**config.mk**
```make
export PLATFORM = sky130hd
export DESIGN_NAME = midi_controller_ramp_generator
export DESIGN_NICKNAME = d
export VERILOG_FILES = /design/src/sv/mrg_pkg.sv /design/src/sv/mrg_apb_regs.sv /design/src/sv/mrg_trig_table.sv /design/src/sv/mrg_ramp_core.sv /design/src/sv/midi_controller_ramp_generator.sv
export SDC_FILE = /design/constraint.sdc
export NUM_CORES = 2
export LEC_CHECK = 0
export BUFFER_PORTS_ARGS = -buffer_cell sky130_fd_sc_hd__buf_2
export CORE_AREA = 2 2 397 399
export CTS_CLUSTER_DIAMETER = 40
export DETAILED_ROUTE_END_ITERATION = 6
export DIE_AREA = 0 0 399 401
export GPL_TIMING_DRIVEN = 1
export PLACE_DENSITY = 0.47
export SLEW_MARGIN = 20
export SYNTH_ARGS = -nofsm -noshare
export SYNTH_HDL_FRONTEND = slang
export SYNTH_SLANG_ARGS = --single-unit
export TNS_END_PERCENT = 100
```
**constraint.sdc**
```tcl
create_clock -name clk -period 19.1 [get_ports clk]
set_clock_uncertainty 0.05 [all_clocks]
set_input_delay 3.82 -clock clk [delete_from_list [all_inputs] [get_ports clk]]
set_output_delay 3.82 -clock clk [all_outputs]
set_load 0.01 [all_outputs]
```
**src/sv/mrg_pkg.sv**
```systemverilog
// shared types and constants for the midi controller ramp generator
`default_nettype none

package mrg_pkg;

    localparam int TRIGGERS = 8;
    localparam int ADDR_W   = 5;
    localparam int DATA_W   = 32;

    localparam logic [4:0]        RST_MIDI_CHANNEL   = 5'd1;
    localparam logic [6:0]        RST_CONTROL_NUMBER = 7'd0;
    localparam logic [6:0]        RST_MIN_VELOCITY   = 7'd20;
    localparam logic signed [7:0] RST_INITIAL_START  = -8'sd1;
    localparam logic signed [7:0] RST_INITIAL_END    = -8'sd1;
    localparam logic signed [7:0] RST_INITIAL_STEP   = 8'sd0;
    localparam logic signed [7:0] RST_LAST_SENT      = -8'sd1;

    localparam logic signed [17:0] LEVEL_MAX = 18'sd127;

    typedef enum logic [2:0] {
        FN_TICK      = 3'd0,
        FN_NOTE_ON   = 3'd1,
        FN_STEP_UP   = 3'd2,
        FN_STEP_DOWN = 3'd3,
        FN_START     = 3'd4,
        FN_END       = 3'd5,
        FN_LOAD      = 3'd6
    } func_t;

    typedef enum logic [2:0] {
        REG_MIDI_CHANNEL   = 3'd0,
        REG_CONTROL_NUMBER = 3'd1,
        REG_MIN_VELOCITY   = 3'd2,
        REG_INITIAL_START  = 3'd3,
        REG_INITIAL_END    = 3'd4,
        REG_INITIAL_STEP   = 3'd5
    } reg_idx_t;

    typedef struct packed {
        logic [2:0]        func;
        logic [62:0]       time_us;
        logic [6:0]        note;
        logic [6:0]        velocity;
        logic [2:0]        slot;
        logic [31:0]       trig_delay;
        logic signed [7:0] trig_start;
        logic signed [7:0] trig_end;
        logic signed [7:0] trig_step;
    } item_t;

    typedef struct packed {
        logic              start_we;
        logic              end_we;
        logic              step_we;
        logic signed [7:0] value;
    } init_load_t;

    typedef struct packed {
        logic [4:0] midi_channel;
        logic [6:0] control_number;
        logic [6:0] min_velocity;
        init_load_t init;
    } cfg_t;

    typedef struct packed {
        logic [6:0]        note;
        logic [31:0]       delay;
        logic signed [7:0] start;
        logic signed [7:0] stop;
        logic signed [7:0] step;
    } trig_word_t;

    typedef struct packed {
        logic              hit;
        logic [31:0]       delay;
        logic signed [7:0] start;
        logic signed [7:0] stop;
        logic signed [7:0] step;
    } match_t;

endpackage

`default_nettype wire

```
**src/sv/mrg_apb_regs.sv**
```systemverilog
// apb configuration registers of the ramp generator
`default_nettype none

module mrg_apb_regs (
    input  wire logic                          clk,
    input  wire logic                          rst_n,
    input  wire logic                          psel,
    input  wire logic                          penable,
    input  wire logic                          pwrite,
    input  wire logic [mrg_pkg::ADDR_W-1:0]    paddr,
    input  wire logic [mrg_pkg::DATA_W-1:0]    pwdata,
    output logic      [mrg_pkg::DATA_W-1:0]    prdata,
    output logic                               pready,
    output mrg_pkg::cfg_t                      cfg
);

    logic [4:0]        midi_channel_reg;
    logic [6:0]        control_number_reg;
    logic [6:0]        min_velocity_reg;
    logic signed [7:0] initial_start_reg;
    logic signed [7:0] initial_end_reg;
    logic signed [7:0] initial_step_reg;
    logic              wr_en;
    mrg_pkg::reg_idx_t idx;

    assign pready = 1'b1;
    assign wr_en  = psel && penable && pwrite;
    assign idx    = mrg_pkg::reg_idx_t'(paddr[4:2]);

    always_ff @(posedge clk or negedge rst_n)
    begin
        if (!rst_n)
        begin
            midi_channel_reg   <= mrg_pkg::RST_MIDI_CHANNEL;
            control_number_reg <= mrg_pkg::RST_CONTROL_NUMBER;
            min_velocity_reg   <= mrg_pkg::RST_MIN_VELOCITY;
            initial_start_reg  <= mrg_pkg::RST_INITIAL_START;
            initial_end_reg    <= mrg_pkg::RST_INITIAL_END;
            initial_step_reg   <= mrg_pkg::RST_INITIAL_STEP;
        end
        else if (wr_en)
        begin
            unique case (idx)
                mrg_pkg::REG_MIDI_CHANNEL:   midi_channel_reg   <= pwdata[4:0];
                mrg_pkg::REG_CONTROL_NUMBER: control_number_reg <= pwdata[6:0];
                mrg_pkg::REG_MIN_VELOCITY:   min_velocity_reg   <= pwdata[6:0];
                mrg_pkg::REG_INITIAL_START:  initial_start_reg  <= $signed(pwdata[7:0]);
                mrg_pkg::REG_INITIAL_END:    initial_end_reg    <= $signed(pwdata[7:0]);
                mrg_pkg::REG_INITIAL_STEP:   initial_step_reg   <= $signed(pwdata[7:0]);
                default: ;
            endcase
        end
    end

    always_comb
    begin
        unique case (idx)
            mrg_pkg::REG_MIDI_CHANNEL:   prdata = 32'(midi_channel_reg);
            mrg_pkg::REG_CONTROL_NUMBER: prdata = 32'(control_number_reg);
            mrg_pkg::REG_MIN_VELOCITY:   prdata = 32'(min_velocity_reg);
            mrg_pkg::REG_INITIAL_START:  prdata = 32'(unsigned'(initial_start_reg));
            mrg_pkg::REG_INITIAL_END:    prdata = 32'(unsigned'(initial_end_reg));
            mrg_pkg::REG_INITIAL_STEP:   prdata = 32'(unsigned'(initial_step_reg));
            default:                     prdata = '0;
        endcase
    end

    // settings, and pulses reloading live ramp settings
    assign cfg.midi_channel   = midi_channel_reg;
    assign cfg.control_number = control_number_reg;
    assign cfg.min_velocity   = min_velocity_reg;
    assign cfg.init.start_we  = wr_en && (idx == mrg_pkg::REG_INITIAL_START);
    assign cfg.init.end_we    = wr_en && (idx == mrg_pkg::REG_INITIAL_END);
    assign cfg.init.step_we   = wr_en && (idx == mrg_pkg::REG_INITIAL_STEP);
    assign cfg.init.value     = $signed(pwdata[7:0]);

endmodule

`default_nettype wire

```
**src/sv/mrg_trig_table.sv**
```systemverilog
// trigger table with parallel note match, lowest slot wins
`default_nettype none

module mrg_trig_table (
    input  wire logic           clk,
    input  wire logic           rst_n,
    input  wire logic           wr_en,
    input  wire mrg_pkg::item_t item,
    output mrg_pkg::match_t     match
);

    logic                [mrg_pkg::TRIGGERS-1:0] valid_reg;
    mrg_pkg::trig_word_t                         words_reg [mrg_pkg::TRIGGERS];

    always_ff @(posedge clk or negedge rst_n)
    begin
        if (!rst_n)
        begin
            valid_reg <= '0;
        end
        else
        begin
            for (int i = 0; i < mrg_pkg::TRIGGERS; i++)
            begin
                if (wr_en && (int'(item.slot) == i))
                begin
                    valid_reg[i] <= 1'b1;
                end
            end
        end
    end

    always_ff @(posedge clk)
    begin
        for (int i = 0; i < mrg_pkg::TRIGGERS; i++)
        begin
            if (wr_en && (int'(item.slot) == i))
            begin
                words_reg[i].note  <= item.note;
                words_reg[i].delay <= item.trig_delay;
                words_reg[i].start <= item.trig_start;
                words_reg[i].stop  <= item.trig_end;
                words_reg[i].step  <= item.trig_step;
            end
        end
    end

    always_comb
    begin
        match = '0;
        for (int i = mrg_pkg::TRIGGERS - 1; i >= 0; i--)
        begin
            if (valid_reg[i] && (words_reg[i].note == item.note))
            begin
                match.hit   = 1'b1;
                match.delay = words_reg[i].delay;
                match.start = words_reg[i].start;
                match.stop  = words_reg[i].stop;
                match.step  = words_reg[i].step;
            end
        end
    end

endmodule

`default_nettype wire

```
**src/sv/mrg_ramp_core.sv**
```systemverilog
// ramp state, level computation and output register
`default_nettype none

module mrg_ramp_core (
    input  wire logic            clk,
    input  wire logic            rst_n,
    input  wire mrg_pkg::cfg_t   cfg,
    input  wire logic            item_valid,
    input  wire mrg_pkg::item_t  item,
    input  wire mrg_pkg::match_t match,
    output logic                 fire,
    output logic                 trig_we,
    output logic                 out_valid,
    input  wire logic            out_ready,
    output logic [4:0]           cc_channel,
    output logic [6:0]           cc_control,
    output logic [6:0]           cc_value
);

    logic signed [7:0]  active_start_reg, active_start_next;
    logic signed [7:0]  active_end_reg,   active_end_next;
    logic signed [7:0]  active_step_reg,  active_step_next;
    logic [63:0]        ramp_begin_reg,   ramp_begin_next;
    logic [62:0]        previous_tick_reg, previous_tick_next;
    logic signed [7:0]  current_level_reg, current_level_next;
    logic signed [7:0]  last_sent_reg,    last_sent_next;
    logic               out_valid_reg,    out_valid_next;
    logic [4:0]         cc_channel_reg,   cc_channel_next;
    logic [6:0]         cc_control_reg,   cc_control_next;
    logic [6:0]         cc_value_reg,     cc_value_next;

    logic signed [64:0] diff;
    logic signed [9:0]  delta;
    logic signed [17:0] prod;
    logic signed [7:0]  lo;
    logic signed [7:0]  hi;
    logic signed [17:0] ramp_val;
    logic signed [17:0] lvl_in;
    logic [6:0]         lvl_out;
    logic               send_en;
    logic               emit;

    assign fire    = item_valid && (!out_valid_reg || out_ready);
    assign trig_we = fire && (item.func == mrg_pkg::FN_LOAD)
                     && (int'(item.slot) < mrg_pkg::TRIGGERS);

    // tick level: saturated time distance times step, clamped to start..end
    always_comb
    begin
        diff = $signed({2'b00, item.time_us}) - $signed({1'b0, ramp_begin_reg});
        if (diff > 65'sd256)
        begin
            delta = 10'sd256;
        end
        else if (diff < -65'sd256)
        begin
            delta = -10'sd256;
        end
        else
        begin
            delta = $signed(diff[9:0]);
        end
        prod = 18'(delta) * 18'(active_step_reg);
        if (active_start_reg < active_end_reg)
        begin
            lo = active_start_reg;
            hi = active_end_reg;
        end
        else
        begin
            lo = active_end_reg;
            hi = active_start_reg;
        end
        ramp_val = prod;
        if (ramp_val < 18'(lo))
        begin
            ramp_val = 18'(lo);
        end
        if (ramp_val > 18'(hi))
        begin
            ramp_val = 18'(hi);
        end
    end

    always_comb
    begin
        lvl_in  = ramp_val;
        send_en = 1'b0;
        active_start_next  = active_start_reg;
        active_end_next    = active_end_reg;
        active_step_next   = active_step_reg;
        ramp_begin_next    = ramp_begin_reg;
        previous_tick_next = previous_tick_reg;

        if (fire)
        begin
            unique case (item.func)
                mrg_pkg::FN_TICK:
                begin
                    send_en            = (ramp_begin_reg != 64'd0);
                    previous_tick_next = item.time_us;
                end
                mrg_pkg::FN_NOTE_ON:
                begin
                    if ((item.velocity >= cfg.min_velocity) && match.hit)
                    begin
                        ramp_begin_next  = 64'(previous_tick_reg) + 64'(match.delay);
                        active_start_next = match.start;
                        active_end_next   = match.stop;
                        active_step_next  = match.step;
                    end
                end
                mrg_pkg::FN_STEP_UP:
                begin
                    send_en = 1'b1;
                    lvl_in  = 18'(current_level_reg) + 18'(active_step_reg);
                end
                mrg_pkg::FN_STEP_DOWN:
                begin
                    send_en = 1'b1;
                    lvl_in  = 18'(current_level_reg) - 18'(active_step_reg);
                end
                mrg_pkg::FN_START:
                begin
                    ramp_begin_next = 64'd0;
                    send_en         = (active_start_reg >= 8'sd0);
                    lvl_in          = 18'(active_start_reg);
                end
                mrg_pkg::FN_END:
                begin
                    ramp_begin_next = 64'd0;
                    send_en         = (active_end_reg >= 8'sd0);
                    lvl_in          = 18'(active_end_reg);
                end
                default: ;
            endcase
        end

        if (cfg.init.start_we)
        begin
            active_start_next = cfg.init.value;
        end
        if (cfg.init.end_we)
        begin
            active_end_next = cfg.init.value;
        end
        if (cfg.init.step_we)
        begin
            active_step_next = cfg.init.value;
        end
    end

    // clamp to the midi range and send only on change
    always_comb
    begin
        if (lvl_in < 18'sd0)
        begin
            lvl_out = 7'd0;
        end
        else if (lvl_in > mrg_pkg::LEVEL_MAX)
        begin
            lvl_out = 7'd127;
        end
        else
        begin
            lvl_out = lvl_in[6:0];
        end
        emit = send_en && ($signed({1'b0, lvl_out}) != last_sent_reg);

        current_level_next = current_level_reg;
        last_sent_next     = last_sent_reg;
        if (send_en)
        begin
            current_level_next = $signed({1'b0, lvl_out});
        end
        if (emit)
        begin
            last_sent_next = $signed({1'b0, lvl_out});
        end
        if (cfg.init.start_we)
        begin
            current_level_next = cfg.init.value;
        end

        out_valid_next  = out_valid_reg && !out_ready;
        cc_channel_next = cc_channel_reg;
        cc_control_next = cc_control_reg;
        cc_value_next   = cc_value_reg;
        if (emit)
        begin
            out_valid_next  = 1'b1;
            cc_channel_next = cfg.midi_channel;
            cc_control_next = cfg.control_number;
            cc_value_next   = lvl_out;
        end
    end

    always_ff @(posedge clk or negedge rst_n)
    begin
        if (!rst_n)
        begin
            active_start_reg  <= mrg_pkg::RST_INITIAL_START;
            active_end_reg    <= mrg_pkg::RST_INITIAL_END;
            active_step_reg   <= mrg_pkg::RST_INITIAL_STEP;
            ramp_begin_reg    <= '0;
            previous_tick_reg <= '0;
            current_level_reg <= mrg_pkg::RST_INITIAL_START;
            last_sent_reg     <= mrg_pkg::RST_LAST_SENT;
            out_valid_reg     <= 1'b0;
        end
        else
        begin
            active_start_reg  <= active_start_next;
            active_end_reg    <= active_end_next;
            active_step_reg   <= active_step_next;
            ramp_begin_reg    <= ramp_begin_next;
            previous_tick_reg <= previous_tick_next;
            current_level_reg <= current_level_next;
            last_sent_reg     <= last_sent_next;
            out_valid_reg     <= out_valid_next;
        end
    end

    always_ff @(posedge clk)
    begin
        cc_channel_reg <= cc_channel_next;
        cc_control_reg <= cc_control_next;
        cc_value_reg   <= cc_value_next;
    end

    assign out_valid  = out_valid_reg;
    assign cc_channel = cc_channel_reg;
    assign cc_control = cc_control_reg;
    assign cc_value   = cc_value_reg;

endmodule

`default_nettype wire

```
**src/sv/midi_controller_ramp_generator.sv**
```systemverilog
// top level of the midi control-change ramp generator
//
// input channel (in_valid / in_ready) carries one command per transaction:
// tick, note on, step up, step down, start, end or trigger load.
// output channel (out_valid / out_ready) carries a control change
// transaction (cc_channel, cc_control, cc_value) only when the level changes.
// settings are written over the apb port; the user must write them only
// while the block is idle, which the block itself does not enforce.
// a transaction lands in an input register; once it fires, the whole
// update (one 65-bit time compare, one 10x8 multiply, clamps, and the
// parallel compare over the trigger table) is combinational and loads the
// output register; one transaction is taken every cycle unless stalled.
// when out_ready is low the result holds in the output register, one more
// transaction waits in the input register, and then in_ready drops.
// reset clears all trigger entries, restores the register defaults, idles
// the ramp and marks nothing as sent.
`default_nettype none

module midi_controller_ramp_generator (
    input  wire logic                          clk,
    input  wire logic                          rst_n,
    input  wire logic                          psel,
    input  wire logic                          penable,
    input  wire logic                          pwrite,
    input  wire logic [mrg_pkg::ADDR_W-1:0]    paddr,
    input  wire logic [mrg_pkg::DATA_W-1:0]    pwdata,
    output logic      [mrg_pkg::DATA_W-1:0]    prdata,
    output logic                               pready,
    input  wire logic                          in_valid,
    output logic                               in_ready,
    input  wire logic [2:0]                    func,
    input  wire logic [62:0]                   time_us,
    input  wire logic [6:0]                    note,
    input  wire logic [6:0]                    velocity,
    input  wire logic [2:0]                    slot,
    input  wire logic [31:0]                   trig_delay,
    input  wire logic signed [7:0]             trig_start,
    input  wire logic signed [7:0]             trig_end,
    input  wire logic signed [7:0]             trig_step,
    output logic                               out_valid,
    input  wire logic                          out_ready,
    output logic [4:0]                         cc_channel,
    output logic [6:0]                         cc_control,
    output logic [6:0]                         cc_value
);

    mrg_pkg::cfg_t   cfg;
    mrg_pkg::item_t  item_reg;
    mrg_pkg::match_t match;
    logic            item_valid_reg;
    logic            fire;
    logic            trig_we;

    assign in_ready = !item_valid_reg || fire;

    always_ff @(posedge clk or negedge rst_n)
    begin
        if (!rst_n)
        begin
            item_valid_reg <= 1'b0;
        end
        else if (in_ready)
        begin
            item_valid_reg <= in_valid;
        end
    end

    always_ff @(posedge clk)
    begin
        if (in_ready && in_valid)
        begin
            item_reg.func       <= func;
            item_reg.time_us    <= time_us;
            item_reg.note       <= note;
            item_reg.velocity   <= velocity;
            item_reg.slot       <= slot;
            item_reg.trig_delay <= trig_delay;
            item_reg.trig_start <= trig_start;
            item_reg.trig_end   <= trig_end;
            item_reg.trig_step  <= trig_step;
        end
    end

    mrg_apb_regs u_regs (
        .clk     (clk),
        .rst_n   (rst_n),
        .psel    (psel),
        .penable (penable),
        .pwrite  (pwrite),
        .paddr   (paddr),
        .pwdata  (pwdata),
        .prdata  (prdata),
        .pready  (pready),
        .cfg     (cfg)
    );

    mrg_trig_table u_table (
        .clk   (clk),
        .rst_n (rst_n),
        .wr_en (trig_we),
        .item  (item_reg),
        .match (match)
    );

    mrg_ramp_core u_core (
        .clk        (clk),
        .rst_n      (rst_n),
        .cfg        (cfg),
        .item_valid (item_valid_reg),
        .item       (item_reg),
        .match      (match),
        .fire       (fire),
        .trig_we    (trig_we),
        .out_valid  (out_valid),
        .out_ready  (out_ready),
        .cc_channel (cc_channel),
        .cc_control (cc_control),
        .cc_value   (cc_value)
    );

endmodule

`default_nettype wire

```
==> run metrics <==
Die Ht 401 µm; unrepaired setup endpoints after global routing no; fin nets 4,781; leakage power 20.4 nW; PwrDens 144 mW/mm²; Core Area 0.156 mm²; max reg flops 504; mux contribution to synthesized area 3.15%; Worst Path Max Fanout 28; WL/cell 21.1 µm; Final Critical Period 17.65 ns; Max Freq 0.0566 GHz; Crit path largest cell delay 0.76 ns; crit end category register; synth unique cells 99; max-cap viol count 0; fin. max-slew vios 0; GRT Util Overall 17.1%; Syn Area/Cell 11.3 µm²; final setup vio count 0; most used cell, CP a21oi_1; layout cells sized above 1 15.8%; DRC viols 0; post-synthesis adder-cell area fraction 8.22%; critical path arrival 18.13 ns; TritonCTS clock tree built; critical path type register to register; Yosys reg bits 882; final WL 138 mm; Mapped Cells 4,129; Die ar. 0.160 mm²; Synth Area in Compound Gates 13.8%; post-layout util 35.4%; Main synth FF type edfxtp_1; RR Startpoint item_reg[84]; largest family of logic cells by synthesized area compound AO/OA/AOI/OAI gates; Min-Delay Path Class register to register; synth warn 0; WP data required 19.58 ns; worst hold stages 2; via count 32,962; largest net degree at the start of global routing 124; status finished clean; number of global-route vias before repair 32,879; CTS Root Cell clkbuf_16; Clock transition at path regs 0.05 ns; Slowest-stage cell, CP nor4_2; R2R Setup Slk 1.45 ns; clock tree buffer depth 3; antenna-violating nets left 0; number of buffers created by CTS 146; normalized max-slew margin 25.7%; Reg2Reg Capture Point u_core.cc_control[2]; initial antenna violation count 1; FILL cells 15,588; simple-gate share of the synthesized area 12.6%; Hold Crit Start u_regs.initial_start_reg[0]; Detail Placement HPWL 95.3 mm; DRT Pass-1 Iters 6; # H-tree levels 4; Placer Congestion 0.889; sequential share of the synthesized area 54.7%; First DRT Iteration DRCs 2,144; Area Growth Syn to Fin 18.4%; I/O Pins 237; number of synthesized flops with an enable pin 662; share of async-settable or async-resettable flops after synthesis 24.9%; final setup TNS 0 ns; clock sinks 882; r2r worst-path depth 61; worst-skew pair later-pin latency 0.79 ns; Tcrit/Tclk final 92.4%; count of final hold-check violations 0; worst vdd ir 0.140 mV; first-pass GRT wire length 208 mm; Worst Hold End u_regs.initial_start_reg[0]; Die X 399 µm; startpoint types register; row count 145; worst-margin pin slew 1.10 ns; Port Buffers 185; Initial Util 29.9%; mapped cell area 0.0465 mm²; crit path buf inv count 8; routed vias/inst 5.05; Post-Synth XOR/XNOR Area 3.35%; grt ovf 0; family with the most delay on the worst path simple AND/OR/NAND/NOR gates
[worst max path at each step]
stage / slack, ns / cells past startpoint / startpoint / to
6_report: 1.45 / 61 / item_reg[84] / u_core.cc_control[2]
2_1_floorplan: 4.69 / 67 / item_reg[73] / u_core.cc_channel[0]
3_5_place_dp: 0.88 / 62 / u_core.ramp_begin_reg[0] / u_core.cc_channel[4]
4_1_cts: 0.78 / 62 / u_core.ramp_begin_reg[0] / u_core.cc_control[0]
3_3_place_gp: 1.12 / 62 / u_core.ramp_begin_reg[0] / u_core.cc_channel[4]
5_1_grt: 0.06 / 62 / item_reg[89] / u_core.cc_control[1]
[cell usage after synthesis, types with 10 or more instances]
cell type / instances / share of area [%]
nor2_1: 275 / 2.2
nand3_1: 46 / 0.50
fa_1: 71 / 3.1
buf_4: 25 / 0.40
or4_1: 10 / 0.16
nor3b_1: 10 / 0.16
o21a_1: 18 / 0.29
o311ai_0: 11 / 0.21
o21ai_1: 16 / 0.17
xor2_1: 52 / 0.98
ha_1: 192 / 5.2
o22ai_1: 39 / 0.52
dfstp_2: 51 / 2.9
or2_2: 19 / 0.26
mux2_2: 85 / 2.1
a21oi_1: 303 / 3.3
dfrtp_1: 169 / 9.1
clkbuf_1: 153 / 1.2
o31ai_1: 21 / 0.34
nor3_1: 160 / 1.7
nand4_1: 76 / 1.0
nor4_1: 57 / 0.77
buf_1: 14 / 0.11
nand2_1: 334 / 2.7
a31oi_1: 12 / 0.16
nand2b_1: 35 / 0.47
o21ai_0: 226 / 2.4
a211oi_1: 60 / 0.97
a221oi_1: 50 / 0.94
buf_2: 13 / 0.14
inv_1: 251 / 2.0
a21o_1: 56 / 0.90
and3_1: 31 / 0.42
a22oi_1: 16 / 0.26
mux2i_1: 48 / 1.0
nor2b_1: 26 / 0.35
edfxtp_1: 662 / 43
and2_1: 42 / 0.57
or3_1: 20 / 0.27
o21bai_1: 27 / 0.44
xnor2_1: 126 / 2.4
and4_1: 15 / 0.28
o211ai_1: 56 / 0.90
[worst reg2reg max path: cells and delay by family (launching register included)]
kind	cells	cell delay, ns
AOI/OAI and AO/OA	25	5.57
xor gates and xnor gates	1	0.22
adders and majority gates	8	3.54
buffers and inverters	8	1.04
DFF	1	0.52
muxes	1	0.27
and+or+nand+nor	18	6.15
[cells in the final DEF (no fill, tap or decap), types with 27 or more instances in the layout]
cell type  Yosys  final
o22ai_1       39     39
dfstp_2       51     51
xor2_1        52     52
clkbuf_16      0    147
nor2_1       275    260
a21o_1        56     56
o21ai_0      226    226
and2_1        42     41
nand2_1      334    333
a211oi_1      60     57
edfxtp_1     662    662
ha_1         192    192
fa_1          71     71
a21oi_1      303    302
o21bai_1      27     27
nand2b_1      35     35
nor3_1       160    156
a221oi_1      50     50
xnor2_1      126    126
and3_1        31     31
o211ai_1      56     56
nor4_1        57     56
nand3_1       46     46
mux2i_1       48     48
nand4_1       76     76
buf_2         13    184
dfrtp_1      169    169
buf_4         25     58
mux2_2        85     85
inv_1        251    250
[what timing repair did]
item                       4_1_cts  5_1_grt
hold buffers                     0        0
buffers inserted                 0        1
resized for setup                0        6
setup endpoints to repair        0       19
[layer usage]
layer / up-vias / track usage, % / part of all wire [%]
met2: 713 / 26.9 / 46
met4: 0 / 4.72 / 2.2
met1: 16361 / 23.9 / 47
met3: 188 / 3.15 / 4.5
met5: - / 0 / 0
li1: 15700 / - / -
[where the power goes]
part,switching (mW),internal [mW]
sequential,0.169,2.33
combinational,1.61,1.08
clock,1.01,1.74
total,2.79,5.14
[logic make-up (layout without fill, tap and decap cells)]
group / count (synthesis) / count (layout)
AOI/OAI and AO/OA: 1007 / 1007
and+or+nand+nor: 1194 / 1194
DFF: 882 / 882
muxes: 135 / 135
buffers and inverters: 468 / 776
other: 2 / 28
xor gates and xnor gates: 178 / 178
adders and majority gates: 263 / 263
[metrics by stage]
step	hold WS, ns	area (µm²)	power, mW	worst slack [ns]	std cells
after floorplan	0.383	46600	4.54	4.69	4152
after global placement	0.398	49800	5.17	1.12	6243
after detailed placement	0.398	49800	5.20	0.880	6244
after CTS	0.409	55000	8.01	0.783	6517
after global routing	0.427	55000	8.42	0.0588	6518
final	0.407	55000	7.93	1.45	6521
[area by class of cell]
class                   instances  area, µm²  area share (%)
diodes                          3       7.51          0.0136
multi-input cells            2802      19400            35.3
inverters                     257        968            1.76
repair buffers                246       1440            2.61
clock inverters                99       1350            2.45
well taps                    2058       2570            4.68
flip-flops and latches        882      25400            46.2
clock buffers                 174       3830            6.96
(Power assumes the default switching activity.)
